File: config.mk
export PLATFORM = sky130hd
export DESIGN_NAME = gtae_cfg_regs
export DESIGN_NICKNAME = d
export VERILOG_FILES = /design/src/design/gtae_pkg.sv /design/src/design/gtae_cfg_regs.sv
export SDC_FILE = /design/constraint.sdc
export NUM_CORES = 1
export LEC_CHECK = 0
export ABC_AREA = 1
export BUFFER_PORTS_ARGS = -buffer_cell sky130_fd_sc_hd__clkbuf_2
export CAP_MARGIN = 20
export CORE_UTILIZATION = 40
export CTS_CLUSTER_DIAMETER = 30
export DETAILED_ROUTE_END_ITERATION = 8
export PLACE_DENSITY_LB_ADDON = 0.05
export SLEW_MARGIN = 10
export SYNTH_ARGS = -nofsm -noshare
export SYNTH_HDL_FRONTEND = slang
export SYNTH_SLANG_ARGS = --single-unit
File: constraint.sdc
create_clock -name clk -period 2.4 [get_ports clk]
set_clock_uncertainty 0.05 [all_clocks]
set_input_delay 0.24 -clock clk [delete_from_list [all_inputs] [get_ports clk]]
set_output_delay 0.24 -clock clk [all_outputs]
set_load 0.02 [all_outputs]
File: src/design/gtae_pkg.sv
// shared types, constants and glyph mapping for the gray to ascii edge mapper
package gtae_pkg;

	localparam int MAX_WIDTH  = 1024;
	localparam int MAX_HEIGHT = 4096;

	localparam int PIX_W   = 8;
	localparam int COL_W   = $clog2(MAX_WIDTH);
	localparam int WID_W   = $clog2(MAX_WIDTH + 1);
	localparam int ROW_W   = 12;
	localparam int HGT_W   = 13;
	localparam int STYLE_W = 3;
	localparam int GLYPH_W = 7;
	localparam int GCOL_W  = 10;

	localparam int CFG_IDX_W  = 2;
	localparam int CFG_DATA_W = 13;
	localparam int CFG_WID_W  = 11;

	localparam int OUT_FIELDS_W = GLYPH_W + GCOL_W + ROW_W;
	localparam int OUT_DATA_W   = ((OUT_FIELDS_W + 7) / 8) * 8;

	localparam logic [CFG_IDX_W-1:0] REG_STYLE     = 2'd0;
	localparam logic [CFG_IDX_W-1:0] REG_WIDTH     = 2'd1;
	localparam logic [CFG_IDX_W-1:0] REG_HEIGHT    = 2'd2;
	localparam logic [CFG_IDX_W-1:0] REG_THRESHOLD = 2'd3;

	localparam logic [STYLE_W-1:0] STYLE_CLASSIC  = 3'd0;
	localparam logic [STYLE_W-1:0] STYLE_INVERSE  = 3'd1;
	localparam logic [STYLE_W-1:0] STYLE_X_EDGE   = 3'd2;
	localparam logic [STYLE_W-1:0] STYLE_Y_EDGE   = 3'd3;
	localparam logic [STYLE_W-1:0] STYLE_GRADIENT = 3'd4;

	localparam logic [PIX_W-1:0] THRESHOLD_RESET = 8'd50;
	localparam logic [PIX_W-1:0] PIX_FULL        = 8'd255;
	localparam logic [3:0]       INV_BASE        = 4'd14;

	// v / 17 for 8-bit v as (v * 241) >> 12
	localparam logic [15:0] RAMP_MUL   = 16'd241;
	localparam int          RAMP_SHIFT = 12;

	localparam logic [GLYPH_W-1:0] CH_BLANK = 7'h20;
	localparam logic [GLYPH_W-1:0] CH_AT    = 7'h40;
	localparam logic [GLYPH_W-1:0] CH_AMP   = 7'h26;
	localparam logic [GLYPH_W-1:0] CH_PCT   = 7'h25;
	localparam logic [GLYPH_W-1:0] CH_W     = 7'h57;
	localparam logic [GLYPH_W-1:0] CH_X     = 7'h58;
	localparam logic [GLYPH_W-1:0] CH_A     = 7'h41;
	localparam logic [GLYPH_W-1:0] CH_H     = 7'h48;
	localparam logic [GLYPH_W-1:0] CH_O     = 7'h4F;
	localparam logic [GLYPH_W-1:0] CH_T     = 7'h54;
	localparam logic [GLYPH_W-1:0] CH_STAR  = 7'h2A;
	localparam logic [GLYPH_W-1:0] CH_CARET = 7'h5E;
	localparam logic [GLYPH_W-1:0] CH_PLUS  = 7'h2B;
	localparam logic [GLYPH_W-1:0] CH_DASH  = 7'h2D;
	localparam logic [GLYPH_W-1:0] CH_DOT   = 7'h2E;
	localparam logic [GLYPH_W-1:0] CH_BAR   = 7'h7C;

	typedef struct packed {
		logic [STYLE_W-1:0] style;
		logic [WID_W-1:0]   width;
		logic [HGT_W-1:0]   height;
		logic [PIX_W-1:0]   threshold;
	} cfg_t;

	typedef struct packed {
		logic [PIX_W-1:0] pixel;
		logic [COL_W-1:0] col;
		logic [ROW_W-1:0] row;
		logic             has_r;
		logic             last_row;
		logic             fwd;
	} pix_ctx_t;

	function automatic logic [GLYPH_W-1:0] ramp_char(input logic [3:0] idx);
		logic [GLYPH_W-1:0] ch;
		case (idx)
			4'd0:    ch = CH_AT;
			4'd1:    ch = CH_AMP;
			4'd2:    ch = CH_PCT;
			4'd3:    ch = CH_W;
			4'd4:    ch = CH_X;
			4'd5:    ch = CH_A;
			4'd6:    ch = CH_H;
			4'd7:    ch = CH_O;
			4'd8:    ch = CH_T;
			4'd9:    ch = CH_STAR;
			4'd10:   ch = CH_CARET;
			4'd11:   ch = CH_PLUS;
			4'd12:   ch = CH_DASH;
			4'd13:   ch = CH_DOT;
			default: ch = CH_BLANK;
		endcase
		return ch;
	endfunction

	function automatic logic [PIX_W-1:0] abs_diff(input logic [PIX_W-1:0] a,
		input logic [PIX_W-1:0] b);
		return (a > b) ? (a - b) : (b - a);
	endfunction

	function automatic logic [GLYPH_W-1:0] map_glyph(input logic [STYLE_W-1:0] style,
		input logic [PIX_W-1:0] thr, input logic [PIX_W-1:0] v, input logic has_r,
		input logic [PIX_W-1:0] rv, input logic has_d, input logic [PIX_W-1:0] dv);
		logic [PIX_W-1:0]   dx;
		logic [PIX_W-1:0]   dy;
		logic               ex;
		logic               ey;
		logic [15:0]        prod;
		logic [3:0]         q;
		logic [GLYPH_W-1:0] ch;
		dx   = has_r ? abs_diff(v, rv) : '0;
		dy   = has_d ? abs_diff(v, dv) : '0;
		ex   = dx >= thr;
		ey   = dy >= thr;
		prod = 16'(v) * RAMP_MUL;
		q    = prod[RAMP_SHIFT +: 4];
		case (style)
			STYLE_CLASSIC:  ch = ramp_char(q);
			STYLE_INVERSE:  ch = (v == PIX_FULL) ? CH_AT : ramp_char(INV_BASE - q);
			STYLE_X_EDGE:   ch = (has_r && ex) ? CH_BAR : CH_BLANK;
			STYLE_Y_EDGE:   ch = (has_d && ey) ? CH_DASH : CH_BLANK;
			STYLE_GRADIENT: ch = (ex && ey) ? CH_PLUS : ex ? CH_BAR : ey ? CH_DASH : CH_BLANK;
			default:        ch = CH_BLANK;
		endcase
		return ch;
	endfunction

endpackage

File: src/design/gtae_cfg_regs.sv
// configuration registers with width and height clamping
module gtae_cfg_regs (
	input  logic                                clk,
	input  logic                                arst_n,
	input  logic                                cfg_wr_en,
	input  logic [gtae_pkg::CFG_IDX_W-1:0]      cfg_index,
	input  logic [gtae_pkg::CFG_DATA_W-1:0]     cfg_data,
	output gtae_pkg::cfg_t                      cfg
);

	gtae_pkg::cfg_t                        cfg_q;
	logic [gtae_pkg::CFG_WID_W-1:0]        raw_w;
	logic [gtae_pkg::HGT_W-1:0]            raw_h;
	logic [gtae_pkg::WID_W-1:0]            eff_w;
	logic [gtae_pkg::HGT_W-1:0]            eff_h;

	assign raw_w = cfg_data[gtae_pkg::CFG_WID_W-1:0];
	assign raw_h = cfg_data[gtae_pkg::HGT_W-1:0];

	always_comb begin
		if (raw_w == '0) begin
			eff_w = gtae_pkg::WID_W'(1);
		end else if (int'(raw_w) > gtae_pkg::MAX_WIDTH) begin
			eff_w = gtae_pkg::WID_W'(gtae_pkg::MAX_WIDTH);
		end else begin
			eff_w = gtae_pkg::WID_W'(raw_w);
		end
		if (raw_h == '0) begin
			eff_h = gtae_pkg::HGT_W'(1);
		end else if (int'(raw_h) > gtae_pkg::MAX_HEIGHT) begin
			eff_h = gtae_pkg::HGT_W'(gtae_pkg::MAX_HEIGHT);
		end else begin
			eff_h = raw_h;
		end
	end

	always_ff @(posedge clk or negedge arst_n) begin
		if (!arst_n) begin
			cfg_q.style     <= gtae_pkg::STYLE_CLASSIC;
			cfg_q.width     <= gtae_pkg::WID_W'((gtae_pkg::MAX_WIDTH < 1024) ?
				gtae_pkg::MAX_WIDTH : 1024);
			cfg_q.height    <= gtae_pkg::HGT_W'(gtae_pkg::MAX_HEIGHT);
			cfg_q.threshold <= gtae_pkg::THRESHOLD_RESET;
		end else if (cfg_wr_en) begin
			case (cfg_index)
				gtae_pkg::REG_STYLE:     cfg_q.style     <= cfg_data[gtae_pkg::STYLE_W-1:0];
				gtae_pkg::REG_WIDTH:     cfg_q.width     <= eff_w;
				gtae_pkg::REG_HEIGHT:    cfg_q.height    <= eff_h;
				gtae_pkg::REG_THRESHOLD: cfg_q.threshold <= cfg_data[gtae_pkg::PIX_W-1:0];
				default:                 cfg_q           <= cfg_q;
			endcase
		end
	end

	assign cfg = cfg_q;

endmodule

; Word level (Yosys, flattened, before mapping)
; Index checks and enable logic that the tools add are counted.
[totals]
regBits = 35
in_bits = 18
out_inout_bits = 35
word_cells = 20
[op_classes]
magnitude_cmp = 2
n_eq_ne = 3
mux = 4
n_reduce_logical = 7
[op_table]
columns = op, n
row1 = 13-bit 2-to-1 mux, 2
row2 = 11-bit 2-to-1 mux, 2
row3 = 13-bit greater-than comparator (second input constant), 1
row4 = 13-bit logical NOT, 1
row5 = 11-bit greater-than comparator (second input constant), 1
row6 = 11-bit logical NOT, 1
row7 = 2-bit AND reduction, 4
row8 = 2-bit == test (second input constant), 2
row9 = 2-bit by 1-bit == test with 1-bit output (second input constant), 1
row10 = 2-bit logical NOT, 1

; Depth between registers and ports, before layout
; Gate-level depths: netlist of the first run.
[depth]
word_depth = 3
depth_mapped = 8
depth_no_buf = 7

; Least setup slack after synthesis of the first run
; Ideal clock, no wire load.
[synth_timing]
path_kind = input-to-reg
from = in cfg_data[11] in the netlist's numbering
to = reg cfg_q (netlist bit cfg[10])
setup_time_ns = 0.066
arrival_time_ns = 0.933
required_ns = 2.284
setup_slack_ns = 1.352
cell_stages = 7
path_buffers = 1
path_cell_list = or2_1 -> nor2_1 -> nand3_1 -> nand2_1 -> buf_6 -> nand2_1 -> nand2_1
[synth_via]
elab_chain_cells = 3
elab_cells_between_ends = 4
cone_classes = order compare: 1 / mux: 2 / reduce/logical: 1
[synth_lines]
columns = element, line_no
row1 = "start, declared", gtae_cfg_regs.sv:7  ; input logic [gtae_pkg::CFG_DATA_W-1:0] cfg_data,
row2 = 13-bit greater-than comparator, gtae_cfg_regs.sv:30  ; end else if (int'(raw_h) > gtae_pkg::MAX_HEIGHT) begin
row3 = 13-bit 2-to-1 mux, gtae_cfg_regs.sv:30
row4 = 13-bit 2-to-1 mux *, gtae_cfg_regs.sv:28  ; if (raw_h == '0) begin
row5 = "end signal, assigned", gtae_cfg_regs.sv:50  ; default: cfg_q <= cfg_q;
row6 = "end, declared", gtae_cfg_regs.sv:11  ; gtae_pkg::cfg_t cfg_q;
; Every way passes the cells marked *; elsewhere a longest branch is shown, timed or not.
; A chain may end at the register's enable or synchronous reset.

; Final worst setup path of the first run
[layout_timing]
from = reg cfg_q (netlist bit cfg[5])
to = out cfg[5] in the netlist's numbering
[layout_lines]
columns = element, line_no
row1 = "end, declared", gtae_cfg_regs.sv:8  ; output gtae_pkg::cfg_t cfg
; No word-level cell between the ends.

==> flow_metrics.tcl, run 1 <==
set metrics [dict create \
    largest_reg_flops 35 \
    portBuffers 52 \
    drc 0 \
    max_slew.worst_pin.slew_ps 859.9 \
    final_nets 241 \
    die_area_um2 3931 \
    clock.fmax_mhz 774.3 \
    finish.utilization_pct 55.29 \
    clk_pin_slew_ps 80 \
    hold_class "in -> async" \
    clockBufferDepth 2 \
    yosysUniqueCellTypes 19 \
    row_count 21 \
    fin_crit_sh_pct 53.81 \
    crit_buf_inv 1 \
    p_leak_nw 1.054 \
    tns_ps 0 \
    maxSlewViolCount 0 \
    start_kind "register" \
    yosys.area.top_type "dfrtp_1" \
    cp_max_fo 2 \
    ir_worst_vdd_uv 501.9 \
    hold_buffers 0 \
    cap_violations 0 \
    ant_nets 0 \
    layout_common_cells "75 x nand2_1, 52 x clkbuf_2, 30 x dfrtp_1, 13 x nor2_1, 13 x nand3_1" \
    ys_ff_latch 35 \
    grt_pass1_vias 1208 \
    finalHoldViolCount 0 \
    ctsHtreeMaxLevel 2 \
    synth_top_area_share_pct 50.93 \
    syn_avg_cell_area_um2 8.773 \
    synthToLayoutAreaGrowth_pct 29.12 \
    grt_max_degree 36 \
    syn_area_um2 1474 \
    drt_iter0_markers 78 \
    crit_chain "clkbuf_2" \
    cts_tree "built" \
    cts.sinks 35 \
    vias 1292 \
    grt_overflow 0 \
    required_ps 2110 \
    cp_slowest_stage_delay_ps 550 \
    fp.dieH_um 62.70 \
    yosysWarnings 0 \
    root_buffer "clkbuf_8" \
    yosys-top-cells-area "dfrtp_1 51%, nand2_1 19%, dfstp_2 8.9%" \
    status "finished, final reports clean" \
    drtPass1Iterations 4 \
    syn_inst 168 \
    layout_commonest_cell "nand2_1" \
    rsz0062_at_grt "no" \
    numCtsBuffers 5 \
    grt_use_total_pct 19.61 \
    cts_resized 0 \
    worstSetupPathType "reg -> out" \
    wl_per_cell_um 12.39 \
    end_kind "output pin" \
    start_util_pct 42.82 \
    clk_latency_ps 290 \
    final.min_clock_period_ps 1292 \
    synth_fp_nets 186 \
    finalSetupViolCount 0 \
    core-area_um2 3442 \
    gp_routability_congestion 0.7664 \
    post-dp-hpwl_mm 2.427 \
    grt_pass1_wl_mm 5.837 \
    totalWireLength_mm 3.344 \
    diodes 0 \
    die_w_um 62.70 \
    routed_via_density 4.785 \
    power.density_nw_per_um2 890.8 \
    crit_family "flip-flops" \
    yosysSeqAreaShare_pct 59.85 \
    crit_slowest_cell "dfstp_2" \
    ios 53 \
    antenna_found_initial 0 \
    cts_setup_buffers 0 \
    drive_gt1_share_pct 30.36 \
    crit_arrival_ps 1000 \
    slew_headroom_pct 42.67 \
]
==> power breakdown <==
group	leakage, nW	switching, mW	internal (mW)
clock network	0.0644	0.215	0.414
registers	0.439	0.0463	0.685
logic	0.550	0.223	0.111
==> through the flow <==
stage          hold WS (ps)  area, um^2  std cells  setup WS (ps)  total power, mW
6_report              2.530        1903        270           1108            1.695
4_1_cts               18.26        1903        270           1092            1.724
2_1_floorplan        -105.6        1474        168           1352           0.9371
3_3_place_gp          324.5        1767        262          893.3            1.074
5_1_grt               60.80        1903        270          930.5            1.782
3_5_place_dp          348.8        1767        262          784.5            1.081
==> layer usage <==
| metal | vias to the layer above | part of all wire [%] | wire length [um] | global-route usage [%] |
|---|---|---|---|---|
| met3 | 6 | 5.6 | 187 | 5.474 |
| met2 | 46 | 44 | 1482 | 28.94 |
| li1 | 637 | - | - | - |
| met4 | 0 | 1.6 | 55 | 7.849 |
| met5 | - | 0 | 0 | 0 |
| met1 | 603 | 48 | 1619 | 27.22 |
==> cell usage after synthesis, drive strengths merged <==
cell,count
nand2,75
dfrtp,30
nor2,14
nand3,13
o21ai,9
inv,8
dfstp,5
mux2,5
buf,3
clkbuf,1
clkinv,1
nor3,1
o21a,1
o21bai,1
or2,1
==> layout make-up <==
| class | instances | area, um^2 |
|---|---|---|
| Tap cell | 46 | 57.56 |
| Fill cell | 339 | 1539 |
| Clock inverter | 3 | 67.56 |
| Inverter | 9 | 33.78 |
| Timing Repair Buffer | 52 | 260.3 |
| Clock buffer | 5 | 68.82 |
| Multi-Input combinational cell | 120 | 533.0 |
| Sequential cell | 35 | 882.1 |
==> final timing paths <==
kind	startpoint	cells past startpoint	end	slack (ps)
max reg2reg	cfg[6]	1	cfg[6]	1570
min reg2reg	cfg[1]	2	cfg[1]	430
max	cfg[5]	1	cfg[5]	1110
min in group clk	cfg_data[11]	3	cfg[19]	110
min	arst_n	1	cfg[2]	3
max in group asynchronous	arst_n	1	cfg[24]	1750
==> cells by family (layout without fill, tap and decap cells) <==
logic type,Yosys count,count (layout),share of synthesized area [%]
simple gates,104,104,28.01
flops,35,35,59.85
buf+inv,13,69,3.989
compound gates,11,11,4.329
mux,5,5,3.820
(Power assumes the default switching activity.)
==> run 2: changes to the inputs <==
Clock period 2.4 ns to 1.1 ns, I/O delays scaled along.
==> run 2 against run 1 <==
  * The run now ends with negative setup slack left
  * Clock power increased by 49%
  * First-iteration DRC count down 38%
  * Sequential power up 120%
  * Non-clock buffer count grew 21
  * Total power is 100% higher
  * Routed wire length grew 9.7%
  * Cell area rose by 9.5%
  * Combinational power increased to 2.6 times the previous value
  * Core utilization grew 5.2 points
  * Critical path type unchanged
==> flow_metrics.tcl, run 2 (synthesis results as in run 1) <==
set metrics [dict create \
    portBuffers 52 \
    required_ps 940 \
    r2r-start "cfg[1]" \
    ir_worst_vdd_uv 943.1 \
    clock.fmax_mhz 902.7 \
    final.setup.worst_slack_ps -7.777 \
    die_area_um2 3931 \
    grt_use_total_pct 21.25 \
    die_w_um 62.70 \
    final.min_clock_period_ps 1108 \
    timing.rr.end "cfg[1]" \
    grt_overflow 0 \
    clk_pin_slew_ps 70 \
    maxSlewViolCount 0 \
    slew_headroom_pct 80.04 \
    failed_checks "negative setup slack" \
    numCtsBuffers 5 \
    rr_worst_depth 3 \
    cap_violations 0 \
    rsz0062_at_grt "yes" \
    tns_ps -15.47 \
    vias 1376 \
    crit_slowest_cell "dfstp_2" \
    drt_iter0_markers 48 \
    p_leak_nw 1.159 \
    finalSetupViolCount 3 \
    synthToLayoutAreaGrowth_pct 41.34 \
    root_buffer "clkbuf_8" \
    fp.dieH_um 62.70 \
    grt_pass1_vias 1313 \
    drc 0 \
    status "finished, violations left" \
    fin_crit_sh_pct 100.7 \
    worstSetupPathType "reg -> out" \
    diodes 0 \
    grt_max_degree 36 \
    final_nets 262 \
    crit_chain "buf_8" \
    cp_max_fo 2 \
    grt_pass1_wl_mm 6.285 \
    wl_per_cell_um 12.60 \
    row_count 21 \
    whs_ps 99.49 \
    crit_family "flip-flops" \
    holdPathEnd "cfg[18]" \
    gp_routability_congestion 0.8243 \
    drtPass1Iterations 4 \
    post-dp-hpwl_mm 2.776 \
    layout_commonest_cell "nand2_1" \
    totalWireLength_mm 3.668 \
    ios 53 \
    start_kind "register" \
    end_kind "output pin" \
    r2r_slack_ps 220 \
    cts.sinks 35 \
    ctsHtreeMaxLevel 2 \
    max_slew.worst_pin.slew_ps 298.5 \
    power.total_mw 3.411 \
    crit_arrival_ps 950 \
    holdCritStartpoint "cfg_data[10]" \
    antenna_found_initial 0 \
    cp_slowest_stage_delay_ps 550 \
    finish.utilization_pct 60.52 \
    min_path_cells 4 \
    start_util_pct 42.82 \
    clk_latency_ps 280 \
    power.density_nw_per_um2 1638 \
    finalHoldViolCount 0 \
    crit_buf_inv 1 \
    drive_gt1_share_pct 35.10 \
    layout_common_cells "75 x nand2_1, 47 x clkbuf_2, 30 x dfrtp_1, 18 x buf_4" \
    clockBufferDepth 2 \
    largest_reg_flops 35 \
    cts_tree "built" \
    routed_via_density 4.729 \
    hold_class "in -> reg" \
    ant_nets 0 \
    core-area_um2 3442 \
]
-- run 2: cell count changes in the layout (fill, tap and decap cells not counted), sizes merged --
cell         previous run  this run
buf                     0        24
dlygate4sd3             0         2
clkinv                  1         2
clkbuf                 57        54
clkinvlp                1         0
bufinv                  2         0
-- run 2: repair_timing --
item | CTS | global route
resized for setup | 9 | 5
hold buffers | 2 | 0
endpoints found under the setup margin | 5 | 5
setup buffers | 0 | 1
endpoints found under the hold margin | 36 | 0
-- run 2: how the worst max path moves through the flow --
stage | startpoint | end | slack, ps | cells past startpoint
final | cfg[20] | cfg[20] | -8 | 1
after floorplan | cfg_data[11] | cfg[10] | 180 | 7
after CTS | cfg[31] | cfg[31] | -40 | 1
after global routing | cfg[20] | cfg[20] | -40 | 1
after detailed placement | cfg_data[4] | cfg[9] | -40 | 9
after global placement | cfg_data[4] | cfg[14] | 0.1 | 9
-- run 2: layer usage --
layer	vias to the layer above	wire length [um]	share of wire, %	global-route usage, %
met5	-	0	0	0
met4	0	48	1.3	6.977
met3	5	198	5.4	6.204
met2	41	1758	48	33.70
met1	654	1664	45	27.84
li1	676	-	-	-
-- run 2: power by group --
group | internal [mW] | switching (mW)
clock | 0.504 | 0.435
sequential | 1.50 | 0.113
combinational | 0.357 | 0.505
-- run 2: through the flow --
stage / instances / setup slack (ps) / instance area [um^2]
floorplan: 168 / 181.6 / 1474
global placement: 280 / 0.1354 / 1914
detailed placement: 280 / -41.06 / 1914
CTS: 290 / -36.17 / 2069
global route: 291 / -40.05 / 2083
finish: 291 / -7.777 / 2083
-- run 2: layout make-up --
class                   count  area [um^2]
fillers                   328         1359
inverters                   9        33.78
clock buffers               7        86.33
multi-input cells         120        533.0
flip-flops and latches     35        882.1
clock inverters             1        5.005
repair buffers             73        485.5
well taps                  46        57.56
