File: src/design/gtae_pkg.sv
// shared types, constants and glyph mapping for the gray to ascii edge mapper
package gtae_pkg;

	localparam int MAX_WIDTH  = 1024;
	localparam int MAX_HEIGHT = 4096;

	localparam int PIX_W   = 8;
	localparam int COL_W   = $clog2(MAX_WIDTH);
	localparam int WID_W   = $clog2(MAX_WIDTH + 1);
	localparam int ROW_W   = 12;
	localparam int HGT_W   = 13;
	localparam int STYLE_W = 3;
	localparam int GLYPH_W = 7;
	localparam int GCOL_W  = 10;

	localparam int CFG_IDX_W  = 2;
	localparam int CFG_DATA_W = 13;
	localparam int CFG_WID_W  = 11;

	localparam int OUT_FIELDS_W = GLYPH_W + GCOL_W + ROW_W;
	localparam int OUT_DATA_W   = ((OUT_FIELDS_W + 7) / 8) * 8;

	localparam logic [CFG_IDX_W-1:0] REG_STYLE     = 2'd0;
	localparam logic [CFG_IDX_W-1:0] REG_WIDTH     = 2'd1;
	localparam logic [CFG_IDX_W-1:0] REG_HEIGHT    = 2'd2;
	localparam logic [CFG_IDX_W-1:0] REG_THRESHOLD = 2'd3;

	localparam logic [STYLE_W-1:0] STYLE_CLASSIC  = 3'd0;
	localparam logic [STYLE_W-1:0] STYLE_INVERSE  = 3'd1;
	localparam logic [STYLE_W-1:0] STYLE_X_EDGE   = 3'd2;
	localparam logic [STYLE_W-1:0] STYLE_Y_EDGE   = 3'd3;
	localparam logic [STYLE_W-1:0] STYLE_GRADIENT = 3'd4;

	localparam logic [PIX_W-1:0] THRESHOLD_RESET = 8'd50;
	localparam logic [PIX_W-1:0] PIX_FULL        = 8'd255;
	localparam logic [3:0]       INV_BASE        = 4'd14;

	// v / 17 for 8-bit v as (v * 241) >> 12
	localparam logic [15:0] RAMP_MUL   = 16'd241;
	localparam int          RAMP_SHIFT = 12;

	localparam logic [GLYPH_W-1:0] CH_BLANK = 7'h20;
	localparam logic [GLYPH_W-1:0] CH_AT    = 7'h40;
	localparam logic [GLYPH_W-1:0] CH_AMP   = 7'h26;
	localparam logic [GLYPH_W-1:0] CH_PCT   = 7'h25;
	localparam logic [GLYPH_W-1:0] CH_W     = 7'h57;
	localparam logic [GLYPH_W-1:0] CH_X     = 7'h58;
	localparam logic [GLYPH_W-1:0] CH_A     = 7'h41;
	localparam logic [GLYPH_W-1:0] CH_H     = 7'h48;
	localparam logic [GLYPH_W-1:0] CH_O     = 7'h4F;
	localparam logic [GLYPH_W-1:0] CH_T     = 7'h54;
	localparam logic [GLYPH_W-1:0] CH_STAR  = 7'h2A;
	localparam logic [GLYPH_W-1:0] CH_CARET = 7'h5E;
	localparam logic [GLYPH_W-1:0] CH_PLUS  = 7'h2B;
	localparam logic [GLYPH_W-1:0] CH_DASH  = 7'h2D;
	localparam logic [GLYPH_W-1:0] CH_DOT   = 7'h2E;
	localparam logic [GLYPH_W-1:0] CH_BAR   = 7'h7C;

	typedef struct packed {
		logic [STYLE_W-1:0] style;
		logic [WID_W-1:0]   width;
		logic [HGT_W-1:0]   height;
		logic [PIX_W-1:0]   threshold;
	} cfg_t;

	typedef struct packed {
		logic [PIX_W-1:0] pixel;
		logic [COL_W-1:0] col;
		logic [ROW_W-1:0] row;
		logic             has_r;
		logic             last_row;
		logic             fwd;
	} pix_ctx_t;

	function automatic logic [GLYPH_W-1:0] ramp_char(input logic [3:0] idx);
		logic [GLYPH_W-1:0] ch;
		case (idx)
			4'd0:    ch = CH_AT;
			4'd1:    ch = CH_AMP;
			4'd2:    ch = CH_PCT;
			4'd3:    ch = CH_W;
			4'd4:    ch = CH_X;
			4'd5:    ch = CH_A;
			4'd6:    ch = CH_H;
			4'd7:    ch = CH_O;
			4'd8:    ch = CH_T;
			4'd9:    ch = CH_STAR;
			4'd10:   ch = CH_CARET;
			4'd11:   ch = CH_PLUS;
			4'd12:   ch = CH_DASH;
			4'd13:   ch = CH_DOT;
			default: ch = CH_BLANK;
		endcase
		return ch;
	endfunction

	function automatic logic [PIX_W-1:0] abs_diff(input logic [PIX_W-1:0] a,
		input logic [PIX_W-1:0] b);
		return (a > b) ? (a - b) : (b - a);
	endfunction

	function automatic logic [GLYPH_W-1:0] map_glyph(input logic [STYLE_W-1:0] style,
		input logic [PIX_W-1:0] thr, input logic [PIX_W-1:0] v, input logic has_r,
		input logic [PIX_W-1:0] rv, input logic has_d, input logic [PIX_W-1:0] dv);
		logic [PIX_W-1:0]   dx;
		logic [PIX_W-1:0]   dy;
		logic               ex;
		logic               ey;
		logic [15:0]        prod;
		logic [3:0]         q;
		logic [GLYPH_W-1:0] ch;
		dx   = has_r ? abs_diff(v, rv) : '0;
		dy   = has_d ? abs_diff(v, dv) : '0;
		ex   = dx >= thr;
		ey   = dy >= thr;
		prod = 16'(v) * RAMP_MUL;
		q    = prod[RAMP_SHIFT +: 4];
		case (style)
			STYLE_CLASSIC:  ch = ramp_char(q);
			STYLE_INVERSE:  ch = (v == PIX_FULL) ? CH_AT : ramp_char(INV_BASE - q);
			STYLE_X_EDGE:   ch = (has_r && ex) ? CH_BAR : CH_BLANK;
			STYLE_Y_EDGE:   ch = (has_d && ey) ? CH_DASH : CH_BLANK;
			STYLE_GRADIENT: ch = (ex && ey) ? CH_PLUS : ex ? CH_BAR : ey ? CH_DASH : CH_BLANK;
			default:        ch = CH_BLANK;
		endcase
		return ch;
	endfunction

endpackage

File: src/design/gtae_emit.sv
// glyph stage: neighbor assembly, glyph mapping and output register
module gtae_emit (
	input  logic                              clk,
	input  logic                              arst_n,
	input  logic                              restart,
	input  gtae_pkg::cfg_t                    cfg,
	input  logic                              load,
	input  gtae_pkg::pix_ctx_t                ld_ctx,
	input  logic [gtae_pkg::PIX_W-1:0]        rd_data,
	output logic                              free,
	output logic                              m_tvalid,
	input  logic                              m_tready,
	output logic [gtae_pkg::OUT_DATA_W-1:0]   m_tdata,
	output logic                              m_tlast
);

	gtae_pkg::pix_ctx_t                ctx_s1;
	logic                              valid_s1;
	logic [2:0]                        pend_s1;
	logic [gtae_pkg::PIX_W-1:0]        up_q;
	logic [gtae_pkg::PIX_W-1:0]        left_q;
	logic                              out_valid_q;
	logic [gtae_pkg::OUT_DATA_W-1:0]   out_data_q;
	logic                              out_last_q;

	logic [gtae_pkg::PIX_W-1:0]        upr;
	logic [2:0]                        ld_pend;
	logic [2:0]                        sel;
	logic [2:0]                        pend_next;
	logic                              out_free;
	logic                              emit;
	logic                              retire;
	logic [gtae_pkg::GLYPH_W-1:0]      g_up;
	logic [gtae_pkg::GLYPH_W-1:0]      g_left;
	logic [gtae_pkg::GLYPH_W-1:0]      g_self;
	logic [gtae_pkg::GLYPH_W-1:0]      g_sel;
	logic [gtae_pkg::COL_W-1:0]        col_sel;
	logic [gtae_pkg::ROW_W-1:0]        row_sel;
	logic                              done_sel;

	// up to three glyphs per pixel: upper row, left neighbor, self at last corner
	assign ld_pend = {ld_ctx.last_row && !ld_ctx.has_r,
		ld_ctx.last_row && (ld_ctx.col != '0),
		ld_ctx.row != '0};

	assign upr = ctx_s1.fwd ? ctx_s1.pixel : rd_data;

	assign g_up = gtae_pkg::map_glyph(cfg.style, cfg.threshold, up_q, ctx_s1.has_r,
		upr, 1'b1, ctx_s1.pixel);
	assign g_left = gtae_pkg::map_glyph(cfg.style, cfg.threshold, left_q, 1'b1,
		ctx_s1.pixel, 1'b0, '0);
	assign g_self = gtae_pkg::map_glyph(cfg.style, cfg.threshold, ctx_s1.pixel, 1'b0,
		'0, 1'b0, '0);

	assign sel = pend_s1 & (~pend_s1 + 3'd1);

	always_comb begin
		g_sel    = g_self;
		col_sel  = ctx_s1.col;
		row_sel  = ctx_s1.row;
		done_sel = 1'b1;
		case (sel)
			3'b001: begin
				g_sel    = g_up;
				row_sel  = ctx_s1.row - gtae_pkg::ROW_W'(1);
				done_sel = 1'b0;
			end
			3'b010: begin
				g_sel    = g_left;
				col_sel  = ctx_s1.col - gtae_pkg::COL_W'(1);
				done_sel = 1'b0;
			end
			default: begin
				g_sel    = g_self;
				done_sel = 1'b1;
			end
		endcase
	end

	assign out_free  = !out_valid_q || m_tready;
	assign emit      = valid_s1 && (pend_s1 != '0) && out_free;
	assign pend_next = pend_s1 & ~sel;
	assign retire    = valid_s1 && ((pend_s1 == '0) || (emit && (pend_next == '0)));
	assign free      = !valid_s1 || retire;

	always_ff @(posedge clk or negedge arst_n) begin
		if (!arst_n) begin
			valid_s1    <= 1'b0;
			pend_s1     <= '0;
			out_valid_q <= 1'b0;
			up_q        <= '0;
			left_q      <= '0;
		end else if (restart) begin
			valid_s1    <= 1'b0;
			pend_s1     <= '0;
			out_valid_q <= 1'b0;
			up_q        <= '0;
			left_q      <= '0;
		end else begin
			if (load) begin
				valid_s1 <= 1'b1;
				pend_s1  <= ld_pend;
			end else begin
				if (retire) begin
					valid_s1 <= 1'b0;
				end
				if (emit) begin
					pend_s1 <= pend_next;
				end
			end
			if (retire) begin
				up_q   <= upr;
				left_q <= ctx_s1.pixel;
			end
			if (emit) begin
				out_valid_q <= 1'b1;
			end else if (m_tready) begin
				out_valid_q <= 1'b0;
			end
		end
	end

	always_ff @(posedge clk) begin
		if (load) begin
			ctx_s1 <= ld_ctx;
		end
		if (emit) begin
			out_data_q <= gtae_pkg::OUT_DATA_W'({row_sel, gtae_pkg::GCOL_W'(col_sel), g_sel});
			out_last_q <= done_sel;
		end
	end

	assign m_tvalid = out_valid_q;
	assign m_tdata  = out_data_q;
	assign m_tlast  = out_last_q;

endmodule

File: config.mk
export PLATFORM = sky130hd
export DESIGN_NAME = gtae_emit
export DESIGN_NICKNAME = d
export VERILOG_FILES = /design/src/design/gtae_pkg.sv /design/src/design/gtae_emit.sv
export SDC_FILE = /design/constraint.sdc
export NUM_CORES = 1
export LEC_CHECK = 0
export BUFFER_PORTS_ARGS = -buffer_cell sky130_fd_sc_hd__buf_2
export CORE_MARGIN = 4
export CORE_UTILIZATION = 56
export DETAILED_ROUTE_END_ITERATION = 7
export HOLD_SLACK_MARGIN = 0.1
export PLACE_DENSITY_LB_ADDON = 0.1
export SLEW_MARGIN = 20
export SYNTH_ARGS = -nofsm -noshare
export SYNTH_HDL_FRONTEND = slang
export SYNTH_SLANG_ARGS = --single-unit
File: constraint.sdc
create_clock -name clk -period 5.5 [get_ports clk]
set_input_delay 0.275 -clock clk [delete_from_list [all_inputs] [get_ports clk]]
set_output_delay 0.275 -clock clk [all_outputs]
set_load 0.01 [all_outputs]
Yosys cells after proc, flatten, opt, wreduce, memory -nomap -nowiden

Memories as Yosys holds them, arrays and structs flattened.
Cells that the tools add are included.

RAM bits: 0
Output and inout bits: 35
Memories: 6
Memory bits (read-only): 672
Register bits: 83
Latch bits: 0

Bitwise operators: 4
Multipliers: 3
$add $sub $neg: 12
Reduce and logical (&&, ||, !) cells: 26
Shift-type cells: 0
$lt $le $gt $ge: 7
Equal/unequal tests: 9
Divide/modulo/power cells: 0
Multiplexer cells: 37

Memories:

| memory          | depth | bits a word | read ports | clocked after Yosys merged registers in | write ports | RTL line       | RTL |
|---|---|---|---|---|---|---|---|
| (no name shown) | 16    | 7           | 1          | 0                                       | 0           | gtae_pkg.sv:77 | `case (idx)` |
| (no name shown) | 16    | 7           | 1          | 0                                       | 0           | gtae_pkg.sv:77 |  |
| (no name shown) | 16    | 7           | 1          | 0                                       | 0           | gtae_pkg.sv:77 |  |
| (no name shown) | 16    | 7           | 1          | 0                                       | 0           | gtae_pkg.sv:77 |  |
| (no name shown) | 16    | 7           | 1          | 0                                       | 0           | gtae_pkg.sv:77 |  |
| (no name shown) | 16    | 7           | 1          | 0                                       | 0           | gtae_pkg.sv:77 |  |

Operators with widths:

| operator                                            | number |
|---|---|
| two-way mux 8 bit                                   | 9 |
| two-way mux 7 bit                                   | 9 |
| multiplier 8 x 8 -> 16 bit (second input constant)  | 3 |
| subtractor 8 bit                                    | 6 |
| case mux 7 bit (5 select lines)                     | 1 |
| case mux 7 bit (4 select lines)                     | 1 |
| == test 8 bit (second input constant)               | 3 |
| >= comparator 8 bit                                 | 3 |
| greater-than comparator 8 bit                       | 3 |
| case mux 7 bit (3 select lines)                     | 1 |
| case mux 7 bit (2 select lines)                     | 1 |
| two-way mux 12 bit                                  | 1 |
| two-way mux 4 bit                                   | 3 |
| nonzero test 12 bit                                 | 1 |
| nonzero test 3 bit                                  | 4 |
| subtractor 12 x 1 -> 12 bit (second input constant) | 1 |
| subtractor 4 bit (first input constant)             | 3 |
| two-way mux 10 bit                                  | 1 |
| nonzero test 10 bit                                 | 1 |
| subtractor 10 x 1 -> 10 bit (second input constant) | 1 |
| == test 3 x 2 -> 1 bit (second input constant)      | 3 |
| logical AND 1 bit                                   | 9 |
| zero test 3 bit                                     | 3 |
| two-way mux 3 bit                                   | 3 |
| other kinds (11)                                    | 24 |

Logic depth before layout (Yosys ltp)

Gate-level depths: netlist of the first run.

Depth after elaboration: 12
Mapped depth: 27
Mapped depth without buffers: 26

Worst setup path after synthesis of the first run

OpenSTA, ideal clock, no wires.

Path kind: reg-to-reg
From: register left_q[6] (netlist bit)
To: register out_data_q, in the netlist m_tdata[0], data pin
Library setup time: 0.267 ns
Stages on the path, launching flop included: 21
Path slack: 0.037 ns
Data required time: 5.233 ns
Arrival: 5.196 ns
Path through: dfrtp_1 > inv_1 > fa_1 > fa_1 > inv_1 > ha_1 > ha_1 > ha_1 > or3_4 > a221o_1 > a21oi_1 > xnor2_1 > ha_1 > clkbuf_1 > xnor3_1 > buf_2 > nand3_1 > mux2i_1 > o21a_1 > a221oi_1 > nand3_1

Longest elaborated chain between the ends: 7

RTL lines:

| element                                                            | RTL line         | RTL |
|---|---|---|
| start, declared                                                    | gtae_emit.sv:21  | `logic [gtae_pkg::PIX_W-1:0] left_q;` |
| start signal, assigned                                             | gtae_emit.sv:113 | `left_q <= ctx_s1.pixel;` |
| branches (longest 5 deep; another with multiplier 8 x 8 -> 16 bit) | n/a              |  |
| case mux 7 bit (4 select lines) (*)                                | gtae_pkg.sv:118  | `case (style)` |
| case mux 7 bit (2 select lines) (*)                                | gtae_emit.sv:62  | `case (sel)` |
| net g_sel (one bit)                                                | gtae_emit.sv:36  | `logic [gtae_pkg::GLYPH_W-1:0] g_sel;` |
| end signal, assigned                                               | gtae_emit.sv:128 | `out_data_q <= gtae_pkg::OUT_DATA_W'({row_sel, gtae_pkg::GCOL_W'(col_sel), g_sel});` |
| end, declared                                                      | gtae_emit.sv:23  | `logic [gtae_pkg::OUT_DATA_W-1:0] out_data_q;` |

Mark *: on every way through the listed nets, which the timed path passes.
A chain may end at the register's enable or synchronous reset.

Final worst setup path of the first run

From: register left_q[0] (netlist bit)
To: register out_data_q, in the netlist m_tdata[4], data pin

Same word-level chain as after synthesis.

==> impl_metrics.py, run 1 <==
metrics = {
    "power_and_ir_drop": {
        "power_density_nw_per_um2": 337,
        "vdd_drop_max_mv": 0.323,
        "p_leak_uw": 0.00635,
        "finalPower_uw": 4470,
    },
    "setup_path": {
        "crit_arrival_ns": 5.40,
        "cp.depth": 17,
        "r2r_end": "m_tdata[4]$_DFFE_PP_",
        "path_max_fanout": 10,
        "max_stage_delay_ns": 0.62,
        "worstSetupEndpoint": "m_tdata[4]$_DFFE_PP_",
        "critPathKind": "reg -> reg",
        "rrSetupSlack_ns": 0.19,
        "cp_data_required_time_ns": 5.60,
        "crit_buf_inv": 2,
        "cp-end-kind": "flop",
        "cp_slowest_cell": "fa_1",
        "path_cells": "fa_1, fa_1, fa_1, ha_1, ha_1, a21o_1, a221o_1, a21oi_1, xnor2_1, buf_12, inv_1, ha_1, and3_1, a211oi_1, o21ai_0, a211oi_1, nand4_1",
        "ff2ff_path_depth": 17,
        "path_delay_family": "adder cells",
        "rr_startpoint": "left_q[0]$_DFFE_PN0P_",
        "setup.worst_path.start": "left_q[0]$_DFFE_PN0P_",
        "start_kind": "flop",
    },
    "floorplan": {
        "num_rows": 52,
        "ios": 116,
        "die_h_um": 151,
        "start_util_pct": 56.9,
        "dieArea_sq_um": 22800,
        "core_area_sq_um": 20200,
        "die_x_um": 151,
    },
    "finish": {
        "drive_gt1_share_pct": 18.8,
        "postLayoutCoreUtil_pct": 65.8,
        "antenna_cells": 0,
        "fin_cells": 1683,
        "area_growth_pct": 15.6,
        "layout.nets": 1736,
    },
    "route": {
        "drt-total-wl_mm": 29.1,
        "firstDrtPassIters": 5,
        "drt.antenna.violating_nets": 0,
        "remaining_drc_errors": 0,
        "drtIter0Drc": 683,
        "vias_per_cell": 5.83,
        "wire_per_inst_um": 17.3,
        "vias": 9805,
    },
    "yosys": {
        "synth_edf_count": 62,
        "synth_area_per_cell_sq_um": 9.20,
        "yosys_most_used_dff": "edfxtp_1",
        "synthCells": 1247,
        "yosysTopAreaCell": "ha_1",
        "synth_area_leaders": "ha_1, edfxtp_1, fa_1",
        "synth-seq-cells": 83,
        "ys_seq_area_share_pct": 20.8,
        "synth_top_area_share_pct": 21.7,
        "synth_area_sq_um": 11500,
        "yosys.cell_types.count": 93,
        "yosysWarnings": 0,
        "synthArstFlopShare_pct": 25.3,
    },
    "sta": {
        "setup_tns_ns": 0,
        "setup_viol": 0,
        "finalClockSkew_ns": 0.0174,
        "fmax_mhz": 188,
        "min_period_ns": 5.31,
        "hold_slack_ns": 0.110,
        "maxSlewViolCount": 0,
        "fin_crit_sh_pct": 96.5,
        "relSlewSlack_pct": 29.0,
        "finalHoldViolCount": 0,
        "worst-slew-pin-transition_ns": 1.06,
    },
    "clocking": {
        "clk_pin_slew_ns": 0.08,
        "h-tree-depth": 3,
        "cts_tree": "done",
        "cts_root_buf": "clkbuf_16",
        "numCtsBuffers": 9,
        "clock_path_buffers": 2,
        "cts_sinks": 83,
        "clk_latency_ns": 0.36,
    },
    "placement": {
        "gp_congestion": 0.900,
        "placed_cells": 1649,
        "dp_hpwl_mm": 23.5,
        "port_buffers": 88,
    },
    "global_routing": {
        "grt_overflow": 0,
        "antenna_found_initial": 0,
        "grt_pass1_vias": 9459,
        "grt_max_degree": 36,
        "grt_use_total_pct": 26.0,
        "grt_first_pass_wirelength_mm": 47.3,
    },
    "run": {
        "cap_violations": 0,
    },
    "outcome": {
        "outcome": "completed",
    },
    "hold_path": {
        "min_path_type": "in -> reg",
    },
}
## layout make-up
type                    instances  area (sq um)
clock buffers                   9           225
repair buffers                190          1250
fillers                      1706          6910
flip-flops and latches         83          2390
well taps                     270           338
clock inverters                 7          66.3
multi-input cells             999          8530
inverters                     125           469
## how the worst min path moves through the flow
stage / from / end / slack (ns) / cells past startpoint
2_1_floorplan: arst_n / left_q[0]$_DFFE_PN0P_ / -0.02 / 0
3_3_place_gp: arst_n / left_q[4]$_DFFE_PN0P_ / 0.31 / 1
3_5_place_dp: arst_n / left_q[4]$_DFFE_PN0P_ / 0.31 / 1
4_1_cts: ld_ctx[18] / ctx_s1[18]$_DFFE_PP_ / 0.10 / 1
5_1_grt: ld_ctx[18] / ctx_s1[18]$_DFFE_PP_ / 0.10 / 1
6_report: ld_ctx[18] / ctx_s1[18]$_DFFE_PP_ / 0.11 / 1
## power by group
group	switching, uW	leakage, uW	total [uW]	internal, uW
clock	296	0.000138	615	319
combinational	1770	0.00534	3100	1330
sequential	32.0	0.000876	763	731
## sequential cells by signal, summed over array words and instances (netlist names)
| name | flops |
|---|---|
| left_q | 8 |
| valid_s1 | 1 |
| pend_s1 | 3 |
| ctx_s1 | 32 |
| up_q | 8 |
| m_tdata | 29 |
| m_tvalid | 1 |
| m_tlast | 1 |
## what timing repair did
item / 4_1_cts / 5_1_grt
endpoints found under the setup margin: 0 / 7
endpoints found under the hold margin: 32 / 0
hold buffers: 12 / 0
buffers inserted: 0 / 6
gates resized for setup: 0 / 31
## cell families after synthesis
logic type / share of synthesized area (%)
buf+inv: 5.67
other cells: 0.0327
simple gates: 14.7
xor+xnor: 5.44
mux: 4.74
fa+ha+maj: 30.2
flops: 20.8
compound gates: 18.4
## stage by stage
stage | worst slack [ns] | cell area [sq um]
6_report | 0.191 | 13300
5_1_grt | -0.00275 | 13300
4_1_cts | 0.0316 | 13100
3_5_place_dp | 0.0492 | 12700
3_3_place_gp | 0.156 | 12700
2_1_floorplan | 0.0370 | 11500
## synthesized netlist by cell type, drive strengths merged, types with 11 or more instances
master and number:
xnor2 34, xor2 24, nor3 24, nand2b 15, buf 15, nand4 14, nor2 97, or3 11
clkbuf 27, a21o 24, inv 125, nor2b 14, dfrtp 21, nand2 57, ha 199, a21oi 78
a221oi 14, edfxtp 62, o211ai 16, o21ai 48, nand3 45, fa 48, mux2i 42, nor4 15
a31oi 17, a211oi 22
## cell usage in the layout, fill, tap and decap left out, drive strengths merged, types with 15 or more instances in the layout
cell	synthesis	routed
nand2b	15	15
dfrtp	21	21
inv	125	130
a31oi	17	17
nor4	15	15
ha	199	199
o21ai	48	48
nor3	24	24
edfxtp	62	62
o211ai	16	16
nand2	57	57
nand3	45	45
mux2i	42	42
a21oi	78	78
buf	15	178
fa	48	48
xnor2	34	34
xor2	24	24
a211oi	22	22
a21o	24	24
nor2	97	97
## per-layer routing
| layer | track usage, % | share of wire (%) | vias up |
|---|---|---|---|
| li1 | - | - | 4849 |
| met1 | 36.2 | 46 | 4642 |
| met2 | 43.0 | 47 | 269 |
| met3 | 3.02 | 5.2 | 45 |
| met4 | 6.80 | 2.2 | 0 |
| met5 | 0 | 0 | - |
Power figures use the tool's default switching activity.
==> run 2: changes to the inputs <==
--- a/config.mk
+++ b/config.mk
@@ -8,2 +8,3 @@
 export BUFFER_PORTS_ARGS = -buffer_cell sky130_fd_sc_hd__buf_2
+export CORE_ASPECT_RATIO = 0.7
 export CORE_MARGIN = 4
==> constraint.sdc (replaced) <==
create_clock -name clk -period 5.5 [get_ports clk]
set_input_delay 0.825 -clock clk [delete_from_list [all_inputs] [get_ports clk]]
set_output_delay 0.825 -clock clk [all_outputs]
set_load 0.01 [all_outputs]
==> run 2 against run 1 <==
First-iteration DRC count increased by 34%. Maximum frequency is 0.30% higher. Flip-flop and latch count did not move. Final cell count increased by 0.36%. Register-to-register slack better by 0.02 ns. Clock power increased by 22%. Setup slack better by 0.016 ns. Global-route usage is 1.3 points higher. Routed wire length rose by 5.4%. Hold slack improved by 0.39 ns. Critical endpoint is now m_tdata[6]$_DFFE_PP_. Highest routed layer unchanged.
==> impl_metrics.py, run 2 (synthesis gave the netlist of run 1 again) <==
metrics = {
    "floorplan": {
        "core_area_sq_um": 20000,
        "die_x_um": 179,
        "die_h_um": 128,
        "dieArea_sq_um": 22900,
        "start_util_pct": 57.5,
        "ios": 116,
        "num_rows": 43,
    },
    "setup_path": {
        "cp_slowest_cell": "fa_1",
        "path_common_cell": "fa_1",
        "setup.worst_path.start": "ctx_s1[25]$_DFFE_PP_",
        "critPathKind": "reg -> reg",
        "cp-end-kind": "flop",
        "path_max_fanout": 6,
        "crit_arrival_ns": 5.36,
        "cp_data_required_time_ns": 5.57,
        "max_stage_delay_ns": 0.62,
        "start_kind": "flop",
        "path_cells": "buf_4, fa_1, fa_1, fa_1, ha_1, ha_1, a2111oi_4, nand2_2, o221a_4, o21a_1, nor2_2, ha_2, o21ai_0, a211oi_1, mux2i_1, o2111ai_1, nand4_1",
        "rr_startpoint": "ctx_s1[25]$_DFFE_PP_",
    },
    "sta": {
        "worst-slew-pin-transition_ns": 0.921,
        "fmax_mhz": 189,
        "fin_crit_sh_pct": 96.2,
        "min_period_ns": 5.29,
        "setup_viol": 0,
        "finalClockSkew_ns": 0.00942,
        "rsz0062_at_grt": "yes",
        "relSlewSlack_pct": 38.6,
        "maxSlewViolCount": 0,
        "finalHoldViolCount": 0,
        "timing.final.ws_setup_ns": 0.207,
    },
    "outcome": {
        "outcome": "completed",
    },
    "clocking": {
        "clk_pin_slew_ns": 0.06,
        "ctsHoldBuffers": 0,
        "numCtsBuffers": 9,
        "h-tree-depth": 3,
        "clk_latency_ns": 0.35,
        "cts_sinks": 83,
        "cts_root_buf": "clkbuf_16",
        "clock_path_buffers": 2,
        "cts_tree": "done",
    },
    "power_and_ir_drop": {
        "p_leak_uw": 0.00645,
        "finalPower_uw": 4730,
        "clock_power_share_pct": 15.8,
        "vdd_drop_max_mv": 0.317,
        "intPower_uw": 2580,
        "power_density_nw_per_um2": 353,
        "share_seq_of_total_power_pct": 16.1,
        "p_comb_share_pct": 68.1,
        "p_switching_uw": 2150,
        "p_sw_share_pct": 45.5,
    },
    "run": {
        "cap_violations": 0,
    },
    "global_routing": {
        "grt_pass1_vias": 9506,
        "grt_max_degree": 36,
        "grt_use_total_pct": 27.3,
        "grt_first_pass_wirelength_mm": 49.6,
        "grt_overflow": 0,
        "antenna_found_initial": 0,
    },
    "placement": {
        "post-place-ws_ns": -0.165,
        "gp_congestion": 0.986,
        "dp_hpwl_mm": 24.8,
        "port_buffers": 88,
    },
    "finish": {
        "drive_gt1_share_pct": 20.6,
        "most-common-layout-cells": "ha_1, inv_1, buf_4",
        "largest_register_ffs": 32,
        "area_growth_pct": 16.8,
        "top_register": "ctx_s1",
        "layout.nets": 1742,
        "final_common_cell": "ha_1",
        "antenna_cells": 0,
    },
    "route": {
        "drtIter0Drc": 917,
        "wire_per_inst_um": 18.2,
        "drt.antenna.violating_nets": 0,
        "vias": 9967,
        "firstDrtPassIters": 6,
        "vias_per_cell": 5.90,
        "remaining_drc_errors": 0,
        "drt-total-wl_mm": 30.7,
    },
    "hold_path": {
        "min_path_type": "in -> async",
    },
}
-- run 2: cell count changes in the layout (fill, tap and decap cells not counted), sizes merged --
cell         before  now
buf             178  196
clkinvlp          2    1
bufinv            0    4
inv             130  125
clkinv            0    1
dlygate4sd3      12    0
clkbuf            9   10
-- run 2: layer usage --
metal  up-vias  wire, um  track usage (%)
met5         -         0                0
met4         0       390             5.14
met3        39      2620             5.54
met2       374     12500             38.9
met1      4675     15200             42.8
li1       4879         -                -
-- run 2: power by group through the flow --
stage / combinational [uW] / clock [uW] / sequential (uW)
floorplan: 2130 / 0 / 786
global placement: 3020 / 0 / 774
detailed placement: 3060 / 0 / 775
CTS: 3100 / 759 / 762
global route: 3580 / 788 / 768
finish: 3220 / 748 / 763
-- run 2: timing repair --
action / 4_1_cts / 5_1_grt
gates resized for setup: 0 / 41
setup endpoints to repair: 0 / 7
buffers inserted: 0 / 6
-- run 2: worst paths after layout --
check / slack (ns) / cells after the start / to
min in group clk: 0.56 / 1 / m_tdata[16]$_DFFE_PP_
worst max-delay path: 0.21 / 17 / m_tdata[6]$_DFFE_PP_
max in group asynchronous: 4.55 / 1 / up_q[0]$_DFFE_PN0P_
worst min-delay path: 0.50 / 1 / left_q[3]$_DFFE_PN0P_
worst max register to register: 0.21 / 17 / m_tdata[6]$_DFFE_PP_
worst min register to register: 0.56 / 1 / m_tdata[16]$_DFFE_PP_
-- run 2: worst max-delay path: cells and delay by family, from the launching register on --
kind | cells | cell delay, ns
and+or+nand+nor | 3 | 0.44
buffers and inverters | 1 | 0.20
DFF | 1 | 0.41
muxes | 1 | 0.13
adders and majority gates | 6 | 2.24
AOI/OAI and AO/OA | 6 | 1.60
-- run 2: through the flow --
| stage | setup TNS (ns) | hold WS [ns] | area [sq um] | cells | utilization, % |
|---|---|---|---|---|---|
| 2_1_floorplan | 0 | 0.529 | 11500 | 1249 | - |
| 3_3_place_gp | -0.140 | 0.553 | 12900 | 1667 | 64.4 |
| 3_5_place_dp | -0.165 | 0.561 | 12900 | 1667 | 64.4 |
| 4_1_cts | 0 | 0.496 | 13200 | 1683 | 66.2 |
| 5_1_grt | -0.0461 | 0.514 | 13400 | 1689 | 67.1 |
| 6_report | 0 | 0.500 | 13400 | 1689 | 67.1 |
-- run 2: final cells by class --
type / count / area [sq um]
clock buffer: 10 / 229
clock inverter: 6 / 138
fill: 1607 / 6560
inverter: 125 / 473
multi-input combinational: 999 / 8570
sequential: 83 / 2390
tap: 270 / 338
timing repair buffer: 196 / 1260
